### src/hdl/hrbp_pkg.sv
// Package with the constants, types and verb table of the HTTP request byte parser.
`default_nettype none

package hrbp_pkg;

   localparam int METHOD_MAX_LEN = 7;
   localparam int CHAR_IDX_W     = $clog2(METHOD_MAX_LEN);
   localparam int METHOD_LEN_W   = $clog2(METHOD_MAX_LEN + 2);
   localparam int VERB_COUNT     = 8;
   localparam int VERB_MAX_CHARS = 7;

   localparam logic [7:0] CHAR_CR    = 8'h0D;
   localparam logic [7:0] CHAR_LF    = 8'h0A;
   localparam logic [7:0] CHAR_SPACE = 8'h20;
   localparam logic [7:0] CHAR_COLON = 8'h3A;

   localparam logic [2:0] CLASS_NONE    = 3'd0;
   localparam logic [2:0] CLASS_METHOD  = 3'd1;
   localparam logic [2:0] CLASS_TARGET  = 3'd2;
   localparam logic [2:0] CLASS_VERSION = 3'd3;
   localparam logic [2:0] CLASS_HDR_NAME  = 3'd4;
   localparam logic [2:0] CLASS_HDR_VALUE = 3'd5;
   localparam logic [2:0] CLASS_BODY    = 3'd6;

   localparam logic [1:0] ERR_NONE        = 2'd0;
   localparam logic [1:0] ERR_BAD_METHOD  = 2'd1;
   localparam logic [1:0] ERR_LONE_CR     = 2'd2;
   localparam logic [1:0] ERR_EARLY_END   = 2'd3;

   localparam logic [3:0] METHOD_UNKNOWN = 4'd0;

   typedef enum logic [4:0] {
      PHASE_METHOD  = 5'b00001,
      PHASE_TARGET  = 5'b00010,
      PHASE_VERSION = 5'b00100,
      PHASE_HEADERS = 5'b01000,
      PHASE_BODY    = 5'b10000
   } phase_type;

   typedef logic [7:0] method_buf_type [METHOD_MAX_LEN];

   typedef struct packed {
      logic [7:0] byte_out;
      logic [2:0] field_class;
      logic [3:0] method_code;
      logic       header_line_end;
      logic       header_has_colon;
      logic       body_start;
      logic [1:0] error_code;
      logic       last_out;
   } result_type;

   localparam int VERB_LEN [VERB_COUNT] = '{3, 4, 3, 6, 4, 7, 5, 7};

   localparam logic [7:0] VERB_TEXT [VERB_COUNT][VERB_MAX_CHARS] = '{
      '{"G", "E", "T", 8'h00, 8'h00, 8'h00, 8'h00},
      '{"P", "O", "S", "T", 8'h00, 8'h00, 8'h00},
      '{"P", "U", "T", 8'h00, 8'h00, 8'h00, 8'h00},
      '{"D", "E", "L", "E", "T", "E", 8'h00},
      '{"H", "E", "A", "D", 8'h00, 8'h00, 8'h00},
      '{"C", "O", "N", "N", "E", "C", "T"},
      '{"T", "R", "A", "C", "E", 8'h00, 8'h00},
      '{"O", "P", "T", "I", "O", "N", "S"}
   };

   // Returns the code of the verb held in the buffer, or zero when none matches.
   function automatic logic [3:0] match_method(
      input method_buf_type              chars,
      input logic [METHOD_LEN_W-1:0]     len
   );
      logic [3:0] code;
      logic       hit;
      code = METHOD_UNKNOWN;
      for (int v = VERB_COUNT - 1; v >= 0; v--) begin
         hit = (int'(len) == VERB_LEN[v]) && (int'(len) <= METHOD_MAX_LEN);
         for (int j = 0; j < VERB_MAX_CHARS; j++) begin
            if (j < VERB_LEN[v] && chars[j] != VERB_TEXT[v][j]) begin
               hit = 1'b0;
            end
         end
         if (hit) begin
            code = 4'(v + 1);
         end
      end
      return code;
   endfunction

endpackage

`default_nettype wire

### src/hdl/http_request_byte_parser_unit.sv
// Top level of the HTTP request byte parser: byte classification, state and output skid stage.
// The result for a byte is registered in the output register, or in the skid entry while that register is held.
// Throughput: one byte per cycle while req_stall is low, as the phase update and verb compare are combinational.
// The skid entry takes one further input transfer while a result waits; req_stall then stays high until it drains.
// Reset is synchronous and active high; it returns the parser to the method phase
// and empties the output stage. The parser also returns to that state after each last byte.
`default_nettype none

module http_request_byte_parser_unit (
   input  wire logic       clock,
   input  wire logic       reset,
   input  wire logic       req_valid,
   output logic            req_stall,
   input  wire logic [7:0] req_data_byte,
   input  wire logic       req_last_byte,
   output logic            rsp_valid,
   input  wire logic       rsp_stall,
   output logic [7:0]      rsp_byte_out,
   output logic [2:0]      rsp_field_class,
   output logic [3:0]      rsp_method_code,
   output logic            rsp_header_line_end,
   output logic            rsp_header_has_colon,
   output logic            rsp_body_start,
   output logic [1:0]      rsp_error_code,
   output logic            rsp_last_out
);
   import hrbp_pkg::*;

   phase_type                 phase_ff, phase_in;
   method_buf_type            method_chars_ff;
   logic [METHOD_LEN_W-1:0]   method_length_ff, method_length_in;
   logic                      pending_cr_ff, pending_cr_in;
   logic                      line_nonempty_ff, line_nonempty_in;
   logic                      colon_seen_ff, colon_seen_in;
   logic                      skip_next_ff, skip_next_in;
   logic                      stopped_ff, stopped_in;
   logic                      char_write;

   result_type                result;
   result_type                out_ff, out_in;
   result_type                skid_ff, skid_in;
   logic                      out_valid_ff, out_valid_in;
   logic                      skid_valid_ff, skid_valid_in;

   logic                      accept;
   logic                      out_take;

   assign req_stall = skid_valid_ff;
   assign accept    = req_valid && !skid_valid_ff;
   assign out_take  = out_valid_ff && !rsp_stall;

   always_comb begin
      phase_in         = phase_ff;
      method_length_in = method_length_ff;
      pending_cr_in    = pending_cr_ff;
      line_nonempty_in = line_nonempty_ff;
      colon_seen_in    = colon_seen_ff;
      skip_next_in     = skip_next_ff;
      stopped_in       = stopped_ff;
      char_write       = 1'b0;

      result                  = '0;
      result.byte_out         = req_data_byte;
      result.field_class      = CLASS_NONE;
      result.method_code      = METHOD_UNKNOWN;
      result.error_code       = ERR_NONE;
      result.last_out         = req_last_byte;

      if (!stopped_ff) begin
         case (phase_ff)
            PHASE_METHOD: begin
               if (req_data_byte != CHAR_SPACE) begin
                  result.field_class = CLASS_METHOD;
                  if (int'(method_length_ff) < METHOD_MAX_LEN) begin
                     char_write = 1'b1;
                  end
                  if (int'(method_length_ff) <= METHOD_MAX_LEN) begin
                     method_length_in = method_length_ff + 1'b1;
                  end
               end else begin
                  result.method_code = match_method(method_chars_ff, method_length_ff);
                  if (result.method_code != METHOD_UNKNOWN) begin
                     phase_in = PHASE_TARGET;
                  end else begin
                     result.error_code = ERR_BAD_METHOD;
                     stopped_in        = 1'b1;
                  end
               end
            end
            PHASE_TARGET: begin
               if (req_data_byte != CHAR_SPACE) begin
                  result.field_class = CLASS_TARGET;
               end else begin
                  phase_in = PHASE_VERSION;
               end
            end
            PHASE_VERSION: begin
               if (pending_cr_ff) begin
                  pending_cr_in = 1'b0;
                  if (req_data_byte == CHAR_LF) begin
                     phase_in = PHASE_HEADERS;
                  end else begin
                     result.error_code = ERR_LONE_CR;
                     stopped_in        = 1'b1;
                  end
               end else if (req_data_byte == CHAR_CR) begin
                  pending_cr_in = 1'b1;
               end else begin
                  result.field_class = CLASS_VERSION;
               end
            end
            PHASE_HEADERS: begin
               if (pending_cr_ff) begin
                  pending_cr_in = 1'b0;
                  if (req_data_byte != CHAR_LF) begin
                     result.error_code = ERR_LONE_CR;
                     stopped_in        = 1'b1;
                  end else if (line_nonempty_ff) begin
                     result.header_line_end  = 1'b1;
                     result.header_has_colon = colon_seen_ff;
                     line_nonempty_in        = 1'b0;
                     colon_seen_in           = 1'b0;
                     skip_next_in            = 1'b0;
                  end else begin
                     result.body_start = 1'b1;
                     phase_in          = PHASE_BODY;
                  end
               end else if (req_data_byte == CHAR_CR) begin
                  pending_cr_in = 1'b1;
               end else begin
                  line_nonempty_in = 1'b1;
                  if (!colon_seen_ff) begin
                     if (req_data_byte == CHAR_COLON) begin
                        colon_seen_in = 1'b1;
                        skip_next_in  = 1'b1;
                     end else begin
                        result.field_class = CLASS_HDR_NAME;
                     end
                  end else if (skip_next_ff) begin
                     skip_next_in = 1'b0;
                  end else begin
                     result.field_class = CLASS_HDR_VALUE;
                  end
               end
            end
            PHASE_BODY: begin
               result.field_class = CLASS_BODY;
            end
            default: begin
               phase_in = PHASE_METHOD;
            end
         endcase
         if (req_last_byte && !stopped_in) begin
            if (pending_cr_in) begin
               result.error_code = ERR_LONE_CR;
            end else if (phase_in != PHASE_BODY) begin
               result.error_code = ERR_EARLY_END;
            end
         end
      end

      // The last byte of a request returns the parser to its idle state.
      if (req_last_byte) begin
         phase_in         = PHASE_METHOD;
         method_length_in = '0;
         pending_cr_in    = 1'b0;
         line_nonempty_in = 1'b0;
         colon_seen_in    = 1'b0;
         skip_next_in     = 1'b0;
         stopped_in       = 1'b0;
      end
   end

   always_ff @(posedge clock) begin
      if (reset) begin
         phase_ff         <= PHASE_METHOD;
         method_length_ff <= '0;
         pending_cr_ff    <= 1'b0;
         line_nonempty_ff <= 1'b0;
         colon_seen_ff    <= 1'b0;
         skip_next_ff     <= 1'b0;
         stopped_ff       <= 1'b0;
      end else if (accept) begin
         phase_ff         <= phase_in;
         method_length_ff <= method_length_in;
         pending_cr_ff    <= pending_cr_in;
         line_nonempty_ff <= line_nonempty_in;
         colon_seen_ff    <= colon_seen_in;
         skip_next_ff     <= skip_next_in;
         stopped_ff       <= stopped_in;
      end
   end

   always_ff @(posedge clock) begin
      if (accept && char_write) begin
         method_chars_ff[method_length_ff[CHAR_IDX_W-1:0]] <= req_data_byte;
      end
   end

   always_comb begin
      out_in        = out_ff;
      skid_in       = skid_ff;
      out_valid_in  = out_valid_ff;
      skid_valid_in = skid_valid_ff;
      if (skid_valid_ff) begin
         if (out_take) begin
            out_in        = skid_ff;
            skid_valid_in = 1'b0;
         end
      end else if (accept) begin
         if (!out_valid_ff || out_take) begin
            out_in       = result;
            out_valid_in = 1'b1;
         end else begin
            skid_in       = result;
            skid_valid_in = 1'b1;
         end
      end else if (out_take) begin
         out_valid_in = 1'b0;
      end
   end

   always_ff @(posedge clock) begin
      if (reset) begin
         out_valid_ff  <= 1'b0;
         skid_valid_ff <= 1'b0;
      end else begin
         out_valid_ff  <= out_valid_in;
         skid_valid_ff <= skid_valid_in;
      end
   end

   always_ff @(posedge clock) begin
      out_ff  <= out_in;
      skid_ff <= skid_in;
   end

   assign rsp_valid            = out_valid_ff;
   assign rsp_byte_out         = out_ff.byte_out;
   assign rsp_field_class      = out_ff.field_class;
   assign rsp_method_code      = out_ff.method_code;
   assign rsp_header_line_end  = out_ff.header_line_end;
   assign rsp_header_has_colon = out_ff.header_has_colon;
   assign rsp_body_start       = out_ff.body_start;
   assign rsp_error_code       = out_ff.error_code;
   assign rsp_last_out         = out_ff.last_out;

endmodule

`default_nettype wire
### config.mk
export PLATFORM = sky130hd
export DESIGN_NAME = http_request_byte_parser_unit
export DESIGN_NICKNAME = d
export VERILOG_FILES = /design/src/hdl/hrbp_pkg.sv /design/src/hdl/http_request_byte_parser_unit.sv
export SDC_FILE = /design/constraint.sdc
export NUM_CORES = 1
export LEC_CHECK = 0
export BUFFER_PORTS_ARGS = -buffer_cell sky130_fd_sc_hd__buf_2
export CORE_MARGIN = 4
export CORE_UTILIZATION = 60
export DETAILED_ROUTE_END_ITERATION = 7
export HOLD_SLACK_MARGIN = 0.15
export PLACE_DENSITY = 0.77
export SYNTH_ARGS = -nofsm -noshare
export SYNTH_HDL_FRONTEND = slang
export SYNTH_SLANG_ARGS = --single-unit
### constraint.sdc
create_clock -name clock -period 3.55 [get_ports clock]
set_clock_uncertainty 0.1 [all_clocks]
set_input_delay 0.71 -clock clock [delete_from_list [all_inputs] [get_ports clock]]
set_output_delay 0.71 -clock clock [all_outputs]
set_load 0.03 [all_outputs]
* Word level (Yosys, flattened, before mapping)
Index checks and enable logic that the tools add are counted.
Storage, ports and cells: flip-flop bits (word level) 114
Operators by class: add/subtract/negate cells 1, magnitude comparators 4, bitwise logic cells 3, equal/unequal tests 53, multiplexer cells 174, reduce and logical (&&, ||, !) cells 33
Operators with widths (number):
- $ne 8x7->1 const B | 31
- $mux 1 | 114
- $mux 21 | 4
- $mux 4 | 18
- $mux 5 | 12
- $bwmux 56 | 1
- $pmux 5 s5 | 1
- $demux 8 s3 | 1
- $mux 2 | 11
- $mux 3 | 7
- $eq 4x4->1 const B | 4
- $eq 8x4->1 const B | 2
- $pmux 3 s5 | 1
- $reduce_bool 2->1 | 7
- $mux 12 | 1
- $logic_and 1x1->1 | 10
- $reduce_and 5->1 | 2
- $reduce_and 3->1 | 3
- $eq 8x6->1 const B | 1
- $mux 8 | 1
- $ne 8x4->1 const B | 1
- $ne 8x6->1 const B | 1
- $reduce_bool 4->1 | 2
- $reduce_and 7->1 | 1
- 25 further kinds | 31

* Logic depth before layout (Yosys ltp)
depth in word-level cells 36, gate-level depth with buffers 10, depth with buffers taken out 9

* Worst setup path after synthesis
Ideal clock, no wire load.
kind input port to flip-flop, from in req_valid, to reg method_chars_ff[10] (netlist name), enable pin, arrival time 2408 ps, slack 647 ps, stages 6, data required time 3055 ps, path buffers 2, cell sequence nor2b_2 buf_4 nand2_2 or3_1 buf_2 nor4_1
Between the ends: word-level cells in the longest chain between the ends 2
Ends and longest elaborated chain:
- start: declaration | line http_request_byte_parser_unit.sv:12 | input wire logic req_valid,
- $logic_and 1x1->1 | line http_request_byte_parser_unit.sv:49 | assign accept = req_valid && !skid_valid_ff;
- $logic_and 1x1->1 | line http_request_byte_parser_unit.sv:195 | if (accept && char_write) begin
- end signal: indexed assignment | line http_request_byte_parser_unit.sv:196 | method_chars_ff[method_length_ff[CHAR_IDX_W-1:0]] <= req_data_byte;
- end: declaration | line http_request_byte_parser_unit.sv:30 | method_buf_type method_chars_ff;
No other way between the ends. A chain may end at the register's enable or synchronous reset.

* Final worst setup path
from reg method_chars_ff[13] (netlist name), to reg phase_ff[0]
Between the ends: word-level cells in the longest chain between the ends 24, elaborated cells on any way between the ends 35, those cells by class eq/ne (3); mux (31); reduce/logical (1)
Ends and longest elaborated chain:
- $ne 8x7->1 | line hrbp_pkg.sv:77 | if (j < VERB_LEN[v] && chars[j] != VERB_TEXT[v][j]) begin
- $mux 1 (2 in series) | line hrbp_pkg.sv:77
- $mux 1 | line http_request_byte_parser_unit.sv:72 | if (req_data_byte != CHAR_SPACE) begin
- $mux 1 | line http_request_byte_parser_unit.sv:70 | case (phase_ff)
- $mux 1 | line http_request_byte_parser_unit.sv:69 | if (!stopped_ff) begin
- $mux 4 (4 in series) | line hrbp_pkg.sv:81 | if (hit) begin
- $mux 4 * (4 in series) | line hrbp_pkg.sv:81
- $mux 4 * | line http_request_byte_parser_unit.sv:72
- $mux 4 * | line http_request_byte_parser_unit.sv:70
- $mux 4 * | line http_request_byte_parser_unit.sv:69
- $reduce_bool 4->1 * | line http_request_byte_parser_unit.sv:82 | if (result.method_code != METHOD_UNKNOWN) begin
- $mux 5 * | line http_request_byte_parser_unit.sv:82
- $mux 5 * | line http_request_byte_parser_unit.sv:72
- $pmux 5 s5 * | line http_request_byte_parser_unit.sv:70
- $mux 5 * (2 in series) | line http_request_byte_parser_unit.sv:69
- $mux 5 * | line http_request_byte_parser_unit.sv:163 | if (req_last_byte) begin
- end signal: assignment | line http_request_byte_parser_unit.sv:184 | phase_ff <= phase_in;
- end: declaration | line http_request_byte_parser_unit.sv:29 | phase_type phase_ff, phase_in;
Every way passes the cells marked *; elsewhere a longest branch is shown, timed or not. The select of a mux whose other input is x is not followed.

==> flow_summary.yaml <==
synthesis:
  synth_cell_type_count: 68
  yosys_register_bits: 114
  synth_area_sq_mm: 0.00525
  synth_edf_count: 98
  yosys.area.top_type_share: 0.560
  synthTopCellsByArea: "edfxtp_1, dfxtp_1, mux2_2"
  synth-seq-area-share: 0.621
  synth_ff_type: "edfxtp_1"
  syn_area_per_cell_sq_um: 13.2
  synth-adder-area-share: 0.00953
  synthXorXnorAreaFrac: 0.00333
  synthCells: 398
  synth_top_family_by_area: "simple AND/OR/NAND/NOR gates"
  async_flop_share: 0
  synthesis.nets: 415
  synth_compound_area_frac: 0.0810
  ys_warn_count: 0
  post-synth-top-area-cell: "edfxtp_1"
  synth-simple-area-share: 0.222
  synthMuxAreaShare: 0.0424
finish:
  nets: 466
  multiInputGateArea_sq_mm: 0.00188
  diodes: 0
  fin_cells: 567
  seq_area_sq_mm: 0.00326
  fin_area_sq_mm: 0.00610
  final_layout_size_suffix_gt1_frac: 0.284
  fillCellCount: 549
  area_growth_pct: 16.2
die:
  core_area_sq_mm: 0.00838
  die_w_um: 102
  start_util: 0.627
  die_area_sq_mm: 0.0103
  pin_count: 36
  fp.dieH_um: 102
  row_count: 33
worst_setup_path:
  start_kind: "register"
  critPathTopFamily: "simple AND/OR/NAND/NOR gates"
  crit_buf_inv: 0
  worstSetupPathType: "register to register"
  worstPathCellList: "nor4b_1 -> nand2_1 -> nor3_1 -> a41oi_1 -> o2111ai_1 -> nor4b_1 -> o31ai_1"
  crit_fanout: 3
  r2r_start: "method_chars_ff[13]"
  required_ps: 3830
  cpMaxStageDelayCell: "nor4b_1"
  critPathArrivalTime_ps: 3130
  endpoint_kind: "register"
  critical_path.max_stage_delay_ps: 650
  critical_path.startpoint: "method_chars_ff[13]"
  cp_common_cell: "nor4b_1"
timing:
  min_period_ps: 2850
  tightestPinTransition_ps: 698
  rsz0062_at_grt: "false"
  slew_viol_final: 0
  period_share: 0.802
  setup_viol: 0
  finalHoldViolCount: 0
  fmax_mhz: 351
  fin_setup_tns_ps: 0
  timing.max_slew.rel_slack: 0.528
  fin_ws_ps: 704
clock_network:
  clock-sinks: 114
  path_clk_slew_ps: 60
  cts_post_setup_buffers_inserted: 0
  cts_tree: "built"
  clk_latency_ps: 520
  post_cts_resized: 0
  htree_levels: 4
  cts_buffer_depth: 2
  hold_buffers: 0
  clockRootBuffer: "clkbuf_8"
  numCtsBuffers: 17
detailed_routing:
  first_pass_iters: 5
  vias_per_cell: 6.57
  wl_mm: 12.2
  ant_nets: 0
  avgRoutedWirePerCell_um: 21.5
  drt_iter0_markers: 288
  via_count: 3728
  drc: 0
min_path:
  hold_path_class: "primary input to register"
  min_from: "req_valid"
global_route:
  grt_pass1_vias: 3587
  antenna_found_initial: 0
  grt_max_degree: 29
  grt_first_pass_wirelength_mm: 19.5
  grt_overflow_total: 0
  grt.total_usage: 0.256
placed_design:
  dpl.hpwl_mm: 8.34
  placed_cells: 535
  portBuffers: 35
  gp_routability_congestion: 0.953
  pre_cts_ws_ps: 647
  dpl-instance-area_sq_mm: 0.00557
status:
  outcome: "complete, no violations"
pwr:
  cellPowerDensity_mw_per_mm2: 531
  p_leak_nw: 2.06
  p_total_mw: 3.24
  peakVddDrop_v: 0.000457
flow_run:
  cap_violations: 0
## where the power goes
part           switching (mW)  internal (mW)  leakage, nW  total [mW]
Sequential             0.0239           1.50         1.03        1.53
Combinational           0.138         0.0600        0.769       0.198
Clock                   0.598          0.920        0.258        1.52
## worst reg2reg max path, stage by stage (launching register included)
cell and delay, ps:
edfxtp_1 370, nor4b_1 650, nand2_1 250, nor3_1 290, a41oi_1 250, o2111ai_1 360, nor4b_1 320, o31ai_1 120
## kinds of logic after synthesis
logic type / after synthesis
multiplexers: 20
AO/OA/AOI/OAI: 57
AND/OR/NAND/NOR: 179
XOR/XNOR: 2
flip-flops: 114
adder cells (fa/ha/maj): 4
buffers and inverters: 22
## registers in the layout, indices dropped and copies added, names as in the netlist
register              flops
colon_seen_ff             1
method_chars_ff          56
rsp_field_class           3
rsp_byte_out              8
rsp_valid                 1
skid_ff                  21
rsp_header_line_end       1
rsp_header_has_colon      1
skip_next_ff              1
rsp_last_out              1
line_nonempty_ff          1
rsp_error_code            2
rsp_body_start            1
stopped_ff                1
phase_ff                  5
rsp_method_code           4
req_stall                 1
method_length_ff          4
pending_cr_ff             1
## synth_stat cells, drive strengths merged (2+ instances only)
| cell | count |
|---|---|
| nor4bb | 2 |
| a41oi | 3 |
| nand2 | 24 |
| o31a | 3 |
| and4bb | 7 |
| and2 | 4 |
| mux2 | 18 |
| mux2i | 2 |
| and4 | 7 |
| edfxtp | 98 |
| and3 | 2 |
| dfxtp | 16 |
| and3b | 2 |
| inv | 7 |
| a22oi | 3 |
| nor3b | 5 |
| nor2b | 8 |
| o2111ai | 2 |
| a221oi | 2 |
| o21a | 4 |
| a21oi | 15 |
| nand2b | 2 |
| ha | 4 |
| a211oi | 3 |
| nand3 | 11 |
| nor4b | 8 |
| nand3b | 5 |
| buf | 10 |
| o31ai | 5 |
| nor2 | 33 |
| nand4 | 13 |
| a31oi | 5 |
| clkbuf | 5 |
| nor3 | 27 |
| nor4 | 15 |
| o21ai | 6 |
## layout by cell type (no fill, tap or decap), types with 11 or more instances in the layout
cell type  Yosys  routed
mux2_2        18      18
nor3_1        24      24
buf_4          3      12
clkbuf_16      0      16
nor2_1        32      32
nand2_1       22      22
nand3_1       11      11
dfxtp_1       16      16
nor4_1        12      12
nand4_1       13      13
buf_2          4      35
edfxtp_1      98      98
a21oi_1       14      13
## layer usage
metal / share of wire / routed length, um / GRT usage / vias to the layer above
met5: 0 / 0 / 0 / -
li1: - / - / - / 1683
met3: 0.090 / 1100 / 0.0882 / 23
met1: 0.43 / 5250 / 0.366 / 1819
met4: 0.017 / 206 / 0.0787 / 0
met2: 0.46 / 5650 / 0.371 / 203
## stage by stage
step / hold slack, ps / util
after floorplan: 368 / -
after detailed placement: 426 / 0.664
after global placement: 381 / 0.664
final: 397 / 0.728
after CTS: 379 / 0.728
after global routing: 421 / 0.728
## final cells by class
class	instances	share of cell area
inverter	7	0.00431
timing repair buffer	47	0.0435
tap	105	0.0215
sequential	114	0.535
clock inverter	14	0.0191
clock buffer	18	0.0685
multi-input combinational	262	0.309
## worst paths after layout
check	endpoint	slack [ps]	cells after the start
worst min register to register	skip_next_ff	430	2
worst max-delay path	phase_ff[0]	700	7
worst max register to register	phase_ff[0]	700	7
worst min-delay path	req_stall	400	3
Power figures use the tool's default switching activity.
